`src/rtl/efsa_pkg.sv`:
```
// Package with widths, register codes, reset values and shared types of the block.
`timescale 1ns / 1ps
package efsa_pkg;

    localparam int WINDOWS_DEF = 8;
    localparam int IDX_W       = 7;     // wide enough for the largest window count

    localparam int HOUR_W  = 5;
    localparam int MIN_W   = 6;
    localparam int SEC_W   = 6;
    localparam int SVCM_W  = 10;
    localparam int WIDX_W  = 3;
    localparam int TIME_W  = 32;
    localparam int SUM_W   = 48;
    localparam int CNT_W   = 20;
    localparam int ARR_W   = 17;        // hour*3600 + minute*60 + second fits
    localparam int SVC_W   = 16;        // service minutes times sixty fits

    localparam int WIN_W   = 4;
    localparam int OPEN_W  = 17;
    localparam int CLOSE_W = 5;

    localparam int CFG_IDX_W  = 2;
    localparam int CFG_DATA_W = 17;

    localparam logic [CFG_IDX_W-1:0] REG_WINDOWS_IN_USE = 2'd0;
    localparam logic [CFG_IDX_W-1:0] REG_OPEN_SECONDS   = 2'd1;
    localparam logic [CFG_IDX_W-1:0] REG_CLOSE_HOUR     = 2'd2;

    localparam int SECS_PER_MIN  = 60;
    localparam int SECS_PER_HOUR = 60 * 60;

    localparam logic [WIN_W-1:0]   WIN_RESET   = 4'd8;
    localparam logic [OPEN_W-1:0]  OPEN_RESET  = OPEN_W'(8 * SECS_PER_HOUR);
    localparam logic [CLOSE_W-1:0] CLOSE_RESET = 5'd17;

    // Running minimum handed from cell to cell.
    typedef struct packed {
        logic              valid;
        logic [TIME_W-1:0] free;
        logic [IDX_W-1:0]  idx;
    } t_cand;

    // Broadcast update of one window's free time.
    typedef struct packed {
        logic              en;
        logic [IDX_W-1:0]  idx;
        logic [TIME_W-1:0] value;
    } t_wr;

endpackage

```
`src/rtl/efsa_if.sv`:
```
// Interfaces for the customer, result and configuration channels.
`timescale 1ns / 1ps
interface efsa_item_if import efsa_pkg::*; ();
    logic              valid;
    logic              ready;
    logic [HOUR_W-1:0] arrive_hour;
    logic [MIN_W-1:0]  arrive_minute;
    logic [SEC_W-1:0]  arrive_second;
    logic [SVCM_W-1:0] service_minutes;

    modport source (output valid, arrive_hour, arrive_minute, arrive_second,
                    service_minutes, input ready);
    modport sink   (input valid, arrive_hour, arrive_minute, arrive_second,
                    service_minutes, output ready);
endinterface

interface efsa_result_if import efsa_pkg::*; ();
    logic              valid;
    logic              ready;
    logic              accepted;
    logic [WIDX_W-1:0] window_index;
    logic [TIME_W-1:0] start_seconds;
    logic [TIME_W-1:0] wait_seconds;
    logic [SUM_W-1:0]  total_wait;
    logic [CNT_W-1:0]  served_count;

    modport source (output valid, accepted, window_index, start_seconds, wait_seconds,
                    total_wait, served_count, input ready);
    modport sink   (input valid, accepted, window_index, start_seconds, wait_seconds,
                    total_wait, served_count, output ready);
endinterface

interface efsa_cfg_if import efsa_pkg::*; ();
    logic                  valid;
    logic                  ready;
    logic [CFG_IDX_W-1:0]  reg_index;
    logic [CFG_DATA_W-1:0] wdata;

    modport source (output valid, reg_index, wdata, input ready);
    modport sink   (input valid, reg_index, wdata, output ready);
endinterface

```
`src/rtl/earliest_free_server_assign.sv`:
```
// Top level: earliest-free window assignment over a row of window cells.
// A customer is captured, converted to seconds, searched for by the minimum token
// walking one cell per cycle, and written to the result register; a rejected customer
// skips the search. A new customer is taken only once the last result is loaded.
// Reset (synchronous, active low): every window free at 08:00:00, sums cleared.
`timescale 1ns / 1ps
module earliest_free_server_assign import efsa_pkg::*; #(
    parameter int WINDOWS = WINDOWS_DEF
) (
    input logic           i_clk,
    input logic           i_rst_n,
    efsa_item_if.sink     i_item,
    efsa_cfg_if.sink      i_cfg,
    efsa_result_if.source o_result
);

    typedef enum logic [3:0] {
        S_IDLE   = 4'b0001,
        S_CALC   = 4'b0010,
        S_SEARCH = 4'b0100,
        S_FINISH = 4'b1000
    } t_state;

    t_state r_state, n_state;

    // captured customer
    logic [HOUR_W-1:0] r_hour;
    logic [MIN_W-1:0]  r_minute;
    logic [SEC_W-1:0]  r_second;
    logic [SVCM_W-1:0] r_svc_min;
    logic              r_rej;
    logic [ARR_W-1:0]  r_arrival;
    logic [SVC_W-1:0]  r_svc60;

    // outcome of the search
    logic [IDX_W-1:0]  r_best_idx;
    logic [TIME_W-1:0] r_start;
    logic [TIME_W-1:0] r_wait;

    // configuration and running totals
    logic [WIN_W-1:0]   r_windows;
    logic [CLOSE_W-1:0] r_close;
    logic [SUM_W-1:0]   r_sum, n_sum;
    logic [CNT_W-1:0]   r_cnt, n_cnt;

    // result register
    logic              r_out_valid;
    logic              r_out_accepted;
    logic [WIDX_W-1:0] r_out_widx;
    logic [TIME_W-1:0] r_out_start;
    logic [TIME_W-1:0] r_out_wait;
    logic [SUM_W-1:0]  r_out_total;
    logic [CNT_W-1:0]  r_out_count;

    logic               w_item_xfer;
    logic               w_cfg_xfer;
    logic               w_reload;
    logic [OPEN_W-1:0]  w_open;
    logic               w_slot_free;
    logic               w_load;
    logic [TIME_W-1:0]  w_arr32;
    logic [TIME_W-1:0]  w_start;
    logic [TIME_W:0]    w_end;
    logic [TIME_W-1:0]  w_end_sat;
    logic [SUM_W:0]     w_sum_add;
    logic [WINDOWS-1:0] w_en;
    t_wr                w_wr;
    t_cand              w_chain [0:WINDOWS];

    // ---------------------------------------------------------------
    // Handshakes. Configuration is always taken; a customer only when
    // idle. The result register parts the sides, so a finished result
    // may wait while the next customer is already in work.
    // ---------------------------------------------------------------
    assign i_item.ready = (r_state == S_IDLE);
    assign i_cfg.ready  = 1'b1;
    assign w_item_xfer  = i_item.valid && i_item.ready;
    assign w_cfg_xfer   = i_cfg.valid && i_cfg.ready;

    // Writing the opening time reloads every window at once.
    assign w_reload = w_cfg_xfer && (i_cfg.reg_index == REG_OPEN_SECONDS);
    assign w_open   = i_cfg.wdata[OPEN_W-1:0];

    assign w_slot_free = !r_out_valid || o_result.ready;
    assign w_load      = (r_state == S_FINISH) && w_slot_free;

    // ---------------------------------------------------------------
    // Window row. A zero window count still enables window 0; counts
    // beyond the row are clipped simply because no cell lies there.
    // ---------------------------------------------------------------
    assign w_chain[0] = '{valid: (r_state == S_CALC) && !r_rej,
                          free:  {TIME_W{1'b1}},
                          idx:   '0};

    generate
        for (genvar g = 0; g < WINDOWS; g++) begin : g_cell
            assign w_en[g] = (g == 0) || ((IDX_W + 1)'(r_windows) > (IDX_W + 1)'(g));

            efsa_cell #(
                .CELL_IDX (g)
            ) u_cell (
                .i_clk    (i_clk),
                .i_rst_n  (i_rst_n),
                .i_en     (w_en[g]),
                .i_reload (w_reload),
                .i_open   (w_open),
                .i_wr     (w_wr),
                .i_cand   (w_chain[g]),
                .o_cand   (w_chain[g + 1])
            );
        end
    endgenerate

    // ---------------------------------------------------------------
    // Datapath. Start is the later of arrival and the earliest free
    // time; the new free time and the wait sum saturate.
    // ---------------------------------------------------------------
    assign w_arr32 = TIME_W'(r_arrival);
    assign w_start = (w_chain[WINDOWS].free > w_arr32) ? w_chain[WINDOWS].free : w_arr32;

    assign w_end     = {1'b0, r_start} + (TIME_W + 1)'(r_svc60);
    assign w_end_sat = w_end[TIME_W] ? {TIME_W{1'b1}} : w_end[TIME_W-1:0];

    assign w_sum_add = {1'b0, r_sum} + (SUM_W + 1)'(r_wait);
    assign n_sum     = w_sum_add[SUM_W] ? {SUM_W{1'b1}} : w_sum_add[SUM_W-1:0];
    assign n_cnt     = (r_cnt == {CNT_W{1'b1}}) ? r_cnt : r_cnt + CNT_W'(1);

    assign w_wr = '{en: w_load && !r_rej, idx: r_best_idx, value: w_end_sat};

    // ---------------------------------------------------------------
    // Sequencer
    // ---------------------------------------------------------------
    always_comb begin
        n_state = r_state;
        case (r_state)
            S_IDLE: begin
                if (w_item_xfer) n_state = S_CALC;
            end
            S_CALC: begin
                n_state = r_rej ? S_FINISH : S_SEARCH;
            end
            S_SEARCH: begin
                if (w_chain[WINDOWS].valid) n_state = S_FINISH;
            end
            S_FINISH: begin
                if (w_slot_free) n_state = S_IDLE;
            end
            default: begin
                n_state = S_IDLE;
            end
        endcase
    end

    always_ff @(posedge i_clk) begin
        if (!i_rst_n) begin
            r_state     <= S_IDLE;
            r_windows   <= WIN_RESET;
            r_close     <= CLOSE_RESET;
            r_sum       <= '0;
            r_cnt       <= '0;
            r_out_valid <= 1'b0;
        end else begin
            r_state <= n_state;

            if (w_cfg_xfer && (i_cfg.reg_index == REG_WINDOWS_IN_USE)) begin
                r_windows <= i_cfg.wdata[WIN_W-1:0];
            end
            if (w_cfg_xfer && (i_cfg.reg_index == REG_CLOSE_HOUR)) begin
                r_close <= i_cfg.wdata[CLOSE_W-1:0];
            end

            // capture the customer and decide rejection up front
            if (w_item_xfer) begin
                r_hour    <= i_item.arrive_hour;
                r_minute  <= i_item.arrive_minute;
                r_second  <= i_item.arrive_second;
                r_svc_min <= i_item.service_minutes;
                r_rej     <= (i_item.arrive_hour >= r_close);
            end

            // convert to seconds
            if (r_state == S_CALC) begin
                r_arrival <= ARR_W'(r_hour) * ARR_W'(SECS_PER_HOUR)
                           + ARR_W'(r_minute) * ARR_W'(SECS_PER_MIN)
                           + ARR_W'(r_second);
                r_svc60   <= SVC_W'(r_svc_min) * SVC_W'(SECS_PER_MIN);
            end

            // hold the winner when the token leaves the last cell
            if ((r_state == S_SEARCH) && w_chain[WINDOWS].valid) begin
                r_best_idx <= w_chain[WINDOWS].idx;
                r_start    <= w_start;
                r_wait     <= w_start - w_arr32;
            end

            // load the result; advance totals only for a served customer
            if (w_load) begin
                r_out_valid <= 1'b1;
                if (r_rej) begin
                    r_out_accepted <= 1'b0;
                    r_out_widx     <= '0;
                    r_out_start    <= '0;
                    r_out_wait     <= '0;
                    r_out_total    <= r_sum;
                    r_out_count    <= r_cnt;
                end else begin
                    r_out_accepted <= 1'b1;
                    r_out_widx     <= r_best_idx[WIDX_W-1:0];
                    r_out_start    <= r_start;
                    r_out_wait     <= r_wait;
                    r_out_total    <= n_sum;
                    r_out_count    <= n_cnt;
                    r_sum          <= n_sum;
                    r_cnt          <= n_cnt;
                end
            end else if (o_result.ready) begin
                r_out_valid <= 1'b0;
            end
        end
    end

    assign o_result.valid         = r_out_valid;
    assign o_result.accepted      = r_out_accepted;
    assign o_result.window_index  = r_out_widx;
    assign o_result.start_seconds = r_out_start;
    assign o_result.wait_seconds  = r_out_wait;
    assign o_result.total_wait    = r_out_total;
    assign o_result.served_count  = r_out_count;

endmodule

```
`src/rtl/efsa_cell.sv`:
```
// One window cell: holds its free time and folds it into the passing minimum.
`timescale 1ns / 1ps
module efsa_cell import efsa_pkg::*; #(
    parameter int CELL_IDX = 0
) (
    input  logic              i_clk,
    input  logic              i_rst_n,
    input  logic              i_en,
    input  logic              i_reload,
    input  logic [OPEN_W-1:0] i_open,
    input  t_wr               i_wr,
    input  t_cand             i_cand,
    output t_cand             o_cand
);

    localparam logic [IDX_W-1:0] MY_IDX = IDX_W'(CELL_IDX);

    logic [TIME_W-1:0] r_free;
    t_cand             r_cand;
    t_cand             n_cand;
    logic              w_take;

    // strict less keeps the lower index on a tie
    assign w_take = i_en && (r_free < i_cand.free);

    always_comb begin
        n_cand.valid = i_cand.valid;
        n_cand.free  = w_take ? r_free : i_cand.free;
        n_cand.idx   = w_take ? MY_IDX : i_cand.idx;
    end

    always_ff @(posedge i_clk) begin
        if (!i_rst_n) begin
            r_free       <= TIME_W'(OPEN_RESET);
            r_cand.valid <= 1'b0;
        end else begin
            if (i_reload) begin
                r_free <= TIME_W'(i_open);
            end else if (i_wr.en && (i_wr.idx == MY_IDX)) begin
                r_free <= i_wr.value;
            end
            r_cand <= n_cand;
        end
    end

    assign o_cand = r_cand;

endmodule

```
`src/flat_wrapper.sv`:
```
// flat-port wrapper written by rule: the top's interface ports become plain ports
module earliest_free_server_assign_flat import efsa_pkg::*;
#(
    parameter int WINDOWS = WINDOWS_DEF
)
  (i_clk, i_rst_n, i_item_valid, i_item_arrive_hour, i_item_arrive_minute, i_item_arrive_second, i_item_service_minutes, i_item_ready, i_cfg_valid, i_cfg_reg_index, i_cfg_wdata, i_cfg_ready, o_result_valid, o_result_accepted, o_result_window_index, o_result_start_seconds, o_result_wait_seconds, o_result_total_wait, o_result_served_count, o_result_ready);
  efsa_item_if i_item_i ();
  efsa_cfg_if i_cfg_i ();
  efsa_result_if o_result_i ();
  input logic i_clk;
  input logic i_rst_n;
  input wire logic [$bits(i_item_i.valid)-1:0] i_item_valid;
  input wire logic [$bits(i_item_i.arrive_hour)-1:0] i_item_arrive_hour;
  input wire logic [$bits(i_item_i.arrive_minute)-1:0] i_item_arrive_minute;
  input wire logic [$bits(i_item_i.arrive_second)-1:0] i_item_arrive_second;
  input wire logic [$bits(i_item_i.service_minutes)-1:0] i_item_service_minutes;
  output wire logic [$bits(i_item_i.ready)-1:0] i_item_ready;
  input wire logic [$bits(i_cfg_i.valid)-1:0] i_cfg_valid;
  input wire logic [$bits(i_cfg_i.reg_index)-1:0] i_cfg_reg_index;
  input wire logic [$bits(i_cfg_i.wdata)-1:0] i_cfg_wdata;
  output wire logic [$bits(i_cfg_i.ready)-1:0] i_cfg_ready;
  output wire logic [$bits(o_result_i.valid)-1:0] o_result_valid;
  output wire logic [$bits(o_result_i.accepted)-1:0] o_result_accepted;
  output wire logic [$bits(o_result_i.window_index)-1:0] o_result_window_index;
  output wire logic [$bits(o_result_i.start_seconds)-1:0] o_result_start_seconds;
  output wire logic [$bits(o_result_i.wait_seconds)-1:0] o_result_wait_seconds;
  output wire logic [$bits(o_result_i.total_wait)-1:0] o_result_total_wait;
  output wire logic [$bits(o_result_i.served_count)-1:0] o_result_served_count;
  input wire logic [$bits(o_result_i.ready)-1:0] o_result_ready;
  assign i_item_i.valid = i_item_valid;
  assign i_item_i.arrive_hour = i_item_arrive_hour;
  assign i_item_i.arrive_minute = i_item_arrive_minute;
  assign i_item_i.arrive_second = i_item_arrive_second;
  assign i_item_i.service_minutes = i_item_service_minutes;
  assign i_item_ready = i_item_i.ready;
  assign i_cfg_i.valid = i_cfg_valid;
  assign i_cfg_i.reg_index = i_cfg_reg_index;
  assign i_cfg_i.wdata = i_cfg_wdata;
  assign i_cfg_ready = i_cfg_i.ready;
  assign o_result_valid = o_result_i.valid;
  assign o_result_accepted = o_result_i.accepted;
  assign o_result_window_index = o_result_i.window_index;
  assign o_result_start_seconds = o_result_i.start_seconds;
  assign o_result_wait_seconds = o_result_i.wait_seconds;
  assign o_result_total_wait = o_result_i.total_wait;
  assign o_result_served_count = o_result_i.served_count;
  assign o_result_i.ready = o_result_ready;
  earliest_free_server_assign #(.WINDOWS(WINDOWS)) u_core (.i_clk(i_clk), .i_rst_n(i_rst_n), .i_item(i_item_i), .i_cfg(i_cfg_i), .o_result(o_result_i));
endmodule
```
`config.mk`:
```
export PLATFORM = sky130hd
export DESIGN_NAME = earliest_free_server_assign_flat
export DESIGN_NICKNAME = d
export VERILOG_FILES = /design/src/rtl/efsa_pkg.sv /design/src/rtl/efsa_if.sv /design/src/rtl/earliest_free_server_assign.sv /design/src/rtl/efsa_cell.sv /design/src/flat_wrapper.sv
export SDC_FILE = /design/constraint.sdc
export NUM_CORES = 2
export LEC_CHECK = 0
export BUFFER_PORTS_ARGS = -buffer_cell sky130_fd_sc_hd__buf_4
export CORE_AREA = 3 3 295 297
export CTS_BUF_LIST = sky130_fd_sc_hd__clkbuf_2 sky130_fd_sc_hd__clkbuf_4 sky130_fd_sc_hd__clkbuf_8
export DETAILED_ROUTE_END_ITERATION = 10
export DIE_AREA = 0 0 298 300
export GPL_ROUTABILITY_DRIVEN = 0
export PLACE_DENSITY = 0.79
export SLEW_MARGIN = 20
export SYNTH_ARGS = -nofsm -noshare
export SYNTH_HDL_FRONTEND = slang
export SYNTH_HIERARCHICAL = 1
export SYNTH_SLANG_ARGS = --single-unit
```
`constraint.sdc`:
```
create_clock -name i_clk -period 8.2 [get_ports i_clk]
set_input_delay 0.41 -clock i_clk [delete_from_list [all_inputs] [get_ports i_clk]]
set_output_delay 0.41 -clock i_clk [all_outputs]
set_load 0.1 [all_outputs]
```
==> results.md <==
* Core area at 84900 sq um
* EDFF count, synth at 578
* Cell Count, Final, Fillers Out at 6205
* Setup Slack @ Placement at 1.86 ns
* Cells after DPL at 5872
* Crit path required time at 8.74 ns
* Post-DRT Antenna Nets at 0
* Gr usage total at 24.6%
* Num CTS Buffers at 153
* Number of global-route vias before repair at 33900
* Cell count after synthesis at 4606
* Worst setup path start: u_core/g_cell[7].u_cell/o_cand[30]
* Critical Path Most Common Cell: or4_4
* Initial Util at 58.8%
* Synthesized-area fraction occupied by xor and xnor cells at 2.39%
* DPL Wire Length at 78500 um
* Top FF cell, synth: edfxtp_1
* Antenna violations before repair at 2
* Most numerous cell in the Yosys netlist: edfxtp_1
* Drt drc at 0
* Top cell type's share of synthesized area at 34.8%
* Internal power at 8.07 mW
* Mean Syn Cell Area at 10.8 sq um
* Register-to-register setup slack at 1.73 ns
* Worst vdd ir at 0.000166 V
* Period minus WS final at 6.47 ns
* Commonest cells in the netlist: edfxtp_1 (578), nand2_1 (469), ha_1 (400)
* RR Startpoint: u_core/g_cell[7].u_cell/o_cand[30]
* Post-CTS Resized at 0
* First-pass GRT wire length at 178000 um
* Fin nets at 5414
* CTS tree: done
* Longest Clk Path Bufs at 3
* DRT Pass-1 Iters at 6
* PD cells at 194 nW/um^2
* I/O Buffers at 188
* Final setup vio count at 0
* Netlist cell types at 80
* CTS Root Cell: clkbuf_8
* Compound-Gate Fraction of Synth Area at 9.46%
* TritonCTS sink count at 924
* Via Count at 34600
* Fraction of the mapped netlist area in adder cells at 11.4%
* RSZ-0062 raised after global routing: no
* Setup TNS at 0 ns
* Post-CTS setup buffer count at 0
* Worst setup margin at 1.73 ns
* Yosys warnings at 6
* Share of layout cells above drive strength 1 at 17.3%
* Post-Syn Area at 49900 sq um
* Synth top area cells: edfxtp_1 (35%), dfxtp_1 (14%), ha_1 (10%), mux2_2 (6.0%), mux2i_1 (3.9%)
* Yosys top cell by area: edfxtp_1
* Tot Pwr at 10.9 mW
* Hold Slack at 0.0766 ns
* Crit share post-route at 78.9%
* First DRT Iteration DRCs at 2384
* Clock share of power at 39.6%
* Die area at 89400 sq um
* Seq pwr share at 47.7%
* Sw power at 2.85 mW
* Largest family of logic cells by synthesized area: simple AND/OR/NAND/NOR gates
* Congestion Overflow GR at 0
* CP bufs+invs at 0
* Worst-skew pair later-pin latency at 0.82 ns
* Startpoint type of the worst setup path: flip-flop
* Final Util at 66.3%
* Total wire length at 112000 um
* Switching Share at 26.1%
* Final Cell Area at 56300 sq um
* Maxcap violations at 0
* Io pins at 190
* Core Rows at 107
* Critical R2R Capture: u_core/r_wait[29]
* Slew margin rel. at 23.6%
* Slew at the pin closest to its max-slew limit at 1.14 ns
* Placed cell areas at 52500 sq um
* Stages on worst setup path at 15
* FF-to-FF path depth at 15
* Pin count of the biggest net entering global routing at 224
* Asr flop ratio synth at 0%
* DR WL/cell at 18.0 um
* Vias/cell at 5.58
* Hold WC Path Type: in -> reg
* Mux contribution to synthesized area at 10.9%
* Clock skew at 0.0369 ns
* Comb pwr share at 12.7%
* Worst path slowest cell: a21boi_4
* Synth-to-layout area growth at 12.8%
* Crit-path leading delay family: compound AO/OA/AOI/OAI gates
* CP endpoint: u_core/r_wait[29]
* Max frequency at 155 MHz
* Arr. time, crit path at 7.01 ns
* Crit end category: flip-flop
* Die Ht at 300 um
* Status: finished clean
* Final hold vios at 0
* Die X at 298 um
* #FFs+latches synth at 924
* Simple-gate area share of the yosys netlist at 12.5%
* Sequential-to-total area share from yosys stat at 48.7%
* Slowest stage delay, CP at 0.68 ns
* CTS H-tree lvls at 4
* Slew Viols, Final at 0
* Worst path cell trace: or4_4 > or3_4 > or4_4 > nor4_2 > a21boi_4 > mux2_4 > ha_1 > a2111oi_0 > nand3_1 > a31o_2 > o31a_1 > o21ai_0 > nand2_1 > nor4_1 > xor2_1
* Critical path type: reg -> reg
* Reg clk slew, reported paths at 0.06 ns
* LEAKAGE at 23.9 nW
* Crit Path Max Fanout at 18
## cell type report
cell class	count	area, sq um
Antenna cell	3	7.51
Clock buffer	233	2830
Clock inverter	52	499
Fill cell	6424	28600
Inverter	368	1380
Multi-Input combinational cell	3209	23700
Sequential cell	924	24300
Tap cell	1144	1430
Timing Repair Buffer	272	2170
## worst min path at each step
stage,cells past startpoint,slack (ns),end,start
6_report,3,0.08,u_core/r_close[0],i_cfg_wdata[0]
5_1_grt,3,0.05,u_core/g_cell[0].u_cell/r_free[0],i_cfg_wdata[0]
4_1_cts,3,0.006,u_core/r_windows[0],i_cfg_wdata[0]
3_5_place_dp,0,0.40,u_core/r_best_idx[5],u_core/g_cell[7].u_cell/o_cand[5]
3_3_place_gp,0,0.40,u_core/r_best_idx[1],u_core/g_cell[7].u_cell/o_cand[1]
2_1_floorplan,0,0.40,u_core/r_arrival[0],u_core/r_second[0]
## worst register-to-register path: stages (launching register included)
cell and delay, ns:
edfxtp_1 0.46, or4_4 0.57, or3_4 0.37, or4_4 0.46, nor4_2 0.25, a21boi_4 0.68, mux2_4 0.38, ha_1 0.34
a2111oi_0 0.56, nand3_1 0.26, a31o_2 0.33, o31a_1 0.32, o21ai_0 0.60, nand2_1 0.22, nor4_1 0.30, xor2_1 0.11
## per-layer routing
layer | vias up | GRT usage, % | part of all wire (%)
met5 | - | 0 | 0
met4 | 0 | 10.0 | 3.5
met3 | 233 | 3.65 | 5.9
met2 | 1031 | 40.9 | 47
met1 | 16500 | 32.5 | 43
li1 | 16900 | - | -
## power groups by stage
stage          Clock, mW  Sequential [mW]  Combinational, mW
3_5_place_dp           0             5.30               1.34
3_3_place_gp           0             5.29               1.29
2_1_floorplan          0             5.32              0.907
5_1_grt             4.62             5.22               1.53
6_report            4.33             5.20               1.39
4_1_cts             4.41             5.20               1.38
## repair_timing
action | CTS | global route
setup endpoints to repair | 0 | 0
hold endpoints to repair | 136 | 0
hold buffers | 45 | 0
## registers in the layout (all words and copies together), names as in the netlist, 32 cells and up
signal and count:
u_core/o_result.total_wait 48, u_core/r_wait 32, u_core/r_start 32, u_core/r_sum 48
u_core/g_cell.u_cell/o_cand 320, u_core/o_result.wait_seconds 32, u_core/o_result.start_seconds 32, u_core/g_cell.u_cell/r_free 256
## logic make-up after synthesis
logic type | after synthesis
compound gates | 778
simple gates | 1293
other cells | 2
fa+ha+maj | 435
xor+xnor | 136
flops | 924
mux | 494
buf+inv | 544
## cells in the final DEF (no fill, tap or decap), types with 38 or more instances in the layout
| cell | instances |
|---|---|
| xor2_1 | 49 |
| buf_4 | 225 |
| conb_1 | 73 |
| edfxtp_1 | 578 |
| inv_1 | 366 |
| xnor2_1 | 87 |
| mux2i_1 | 195 |
| nand4_1 | 46 |
| nor2_1 | 282 |
| nand2b_1 | 38 |
| dlygate4sd3_1 | 45 |
| nand2_1 | 467 |
| nand3_1 | 42 |
| nor2b_1 | 145 |
| and2_1 | 114 |
| o21ai_0 | 196 |
| dfxtp_1 | 346 |
| mux2_2 | 266 |
| clkbuf_8 | 172 |
| ha_1 | 400 |
| a21oi_1 | 309 |
| a21o_1 | 38 |
| clkbuf_4 | 61 |
(Power assumes the default switching activity.)
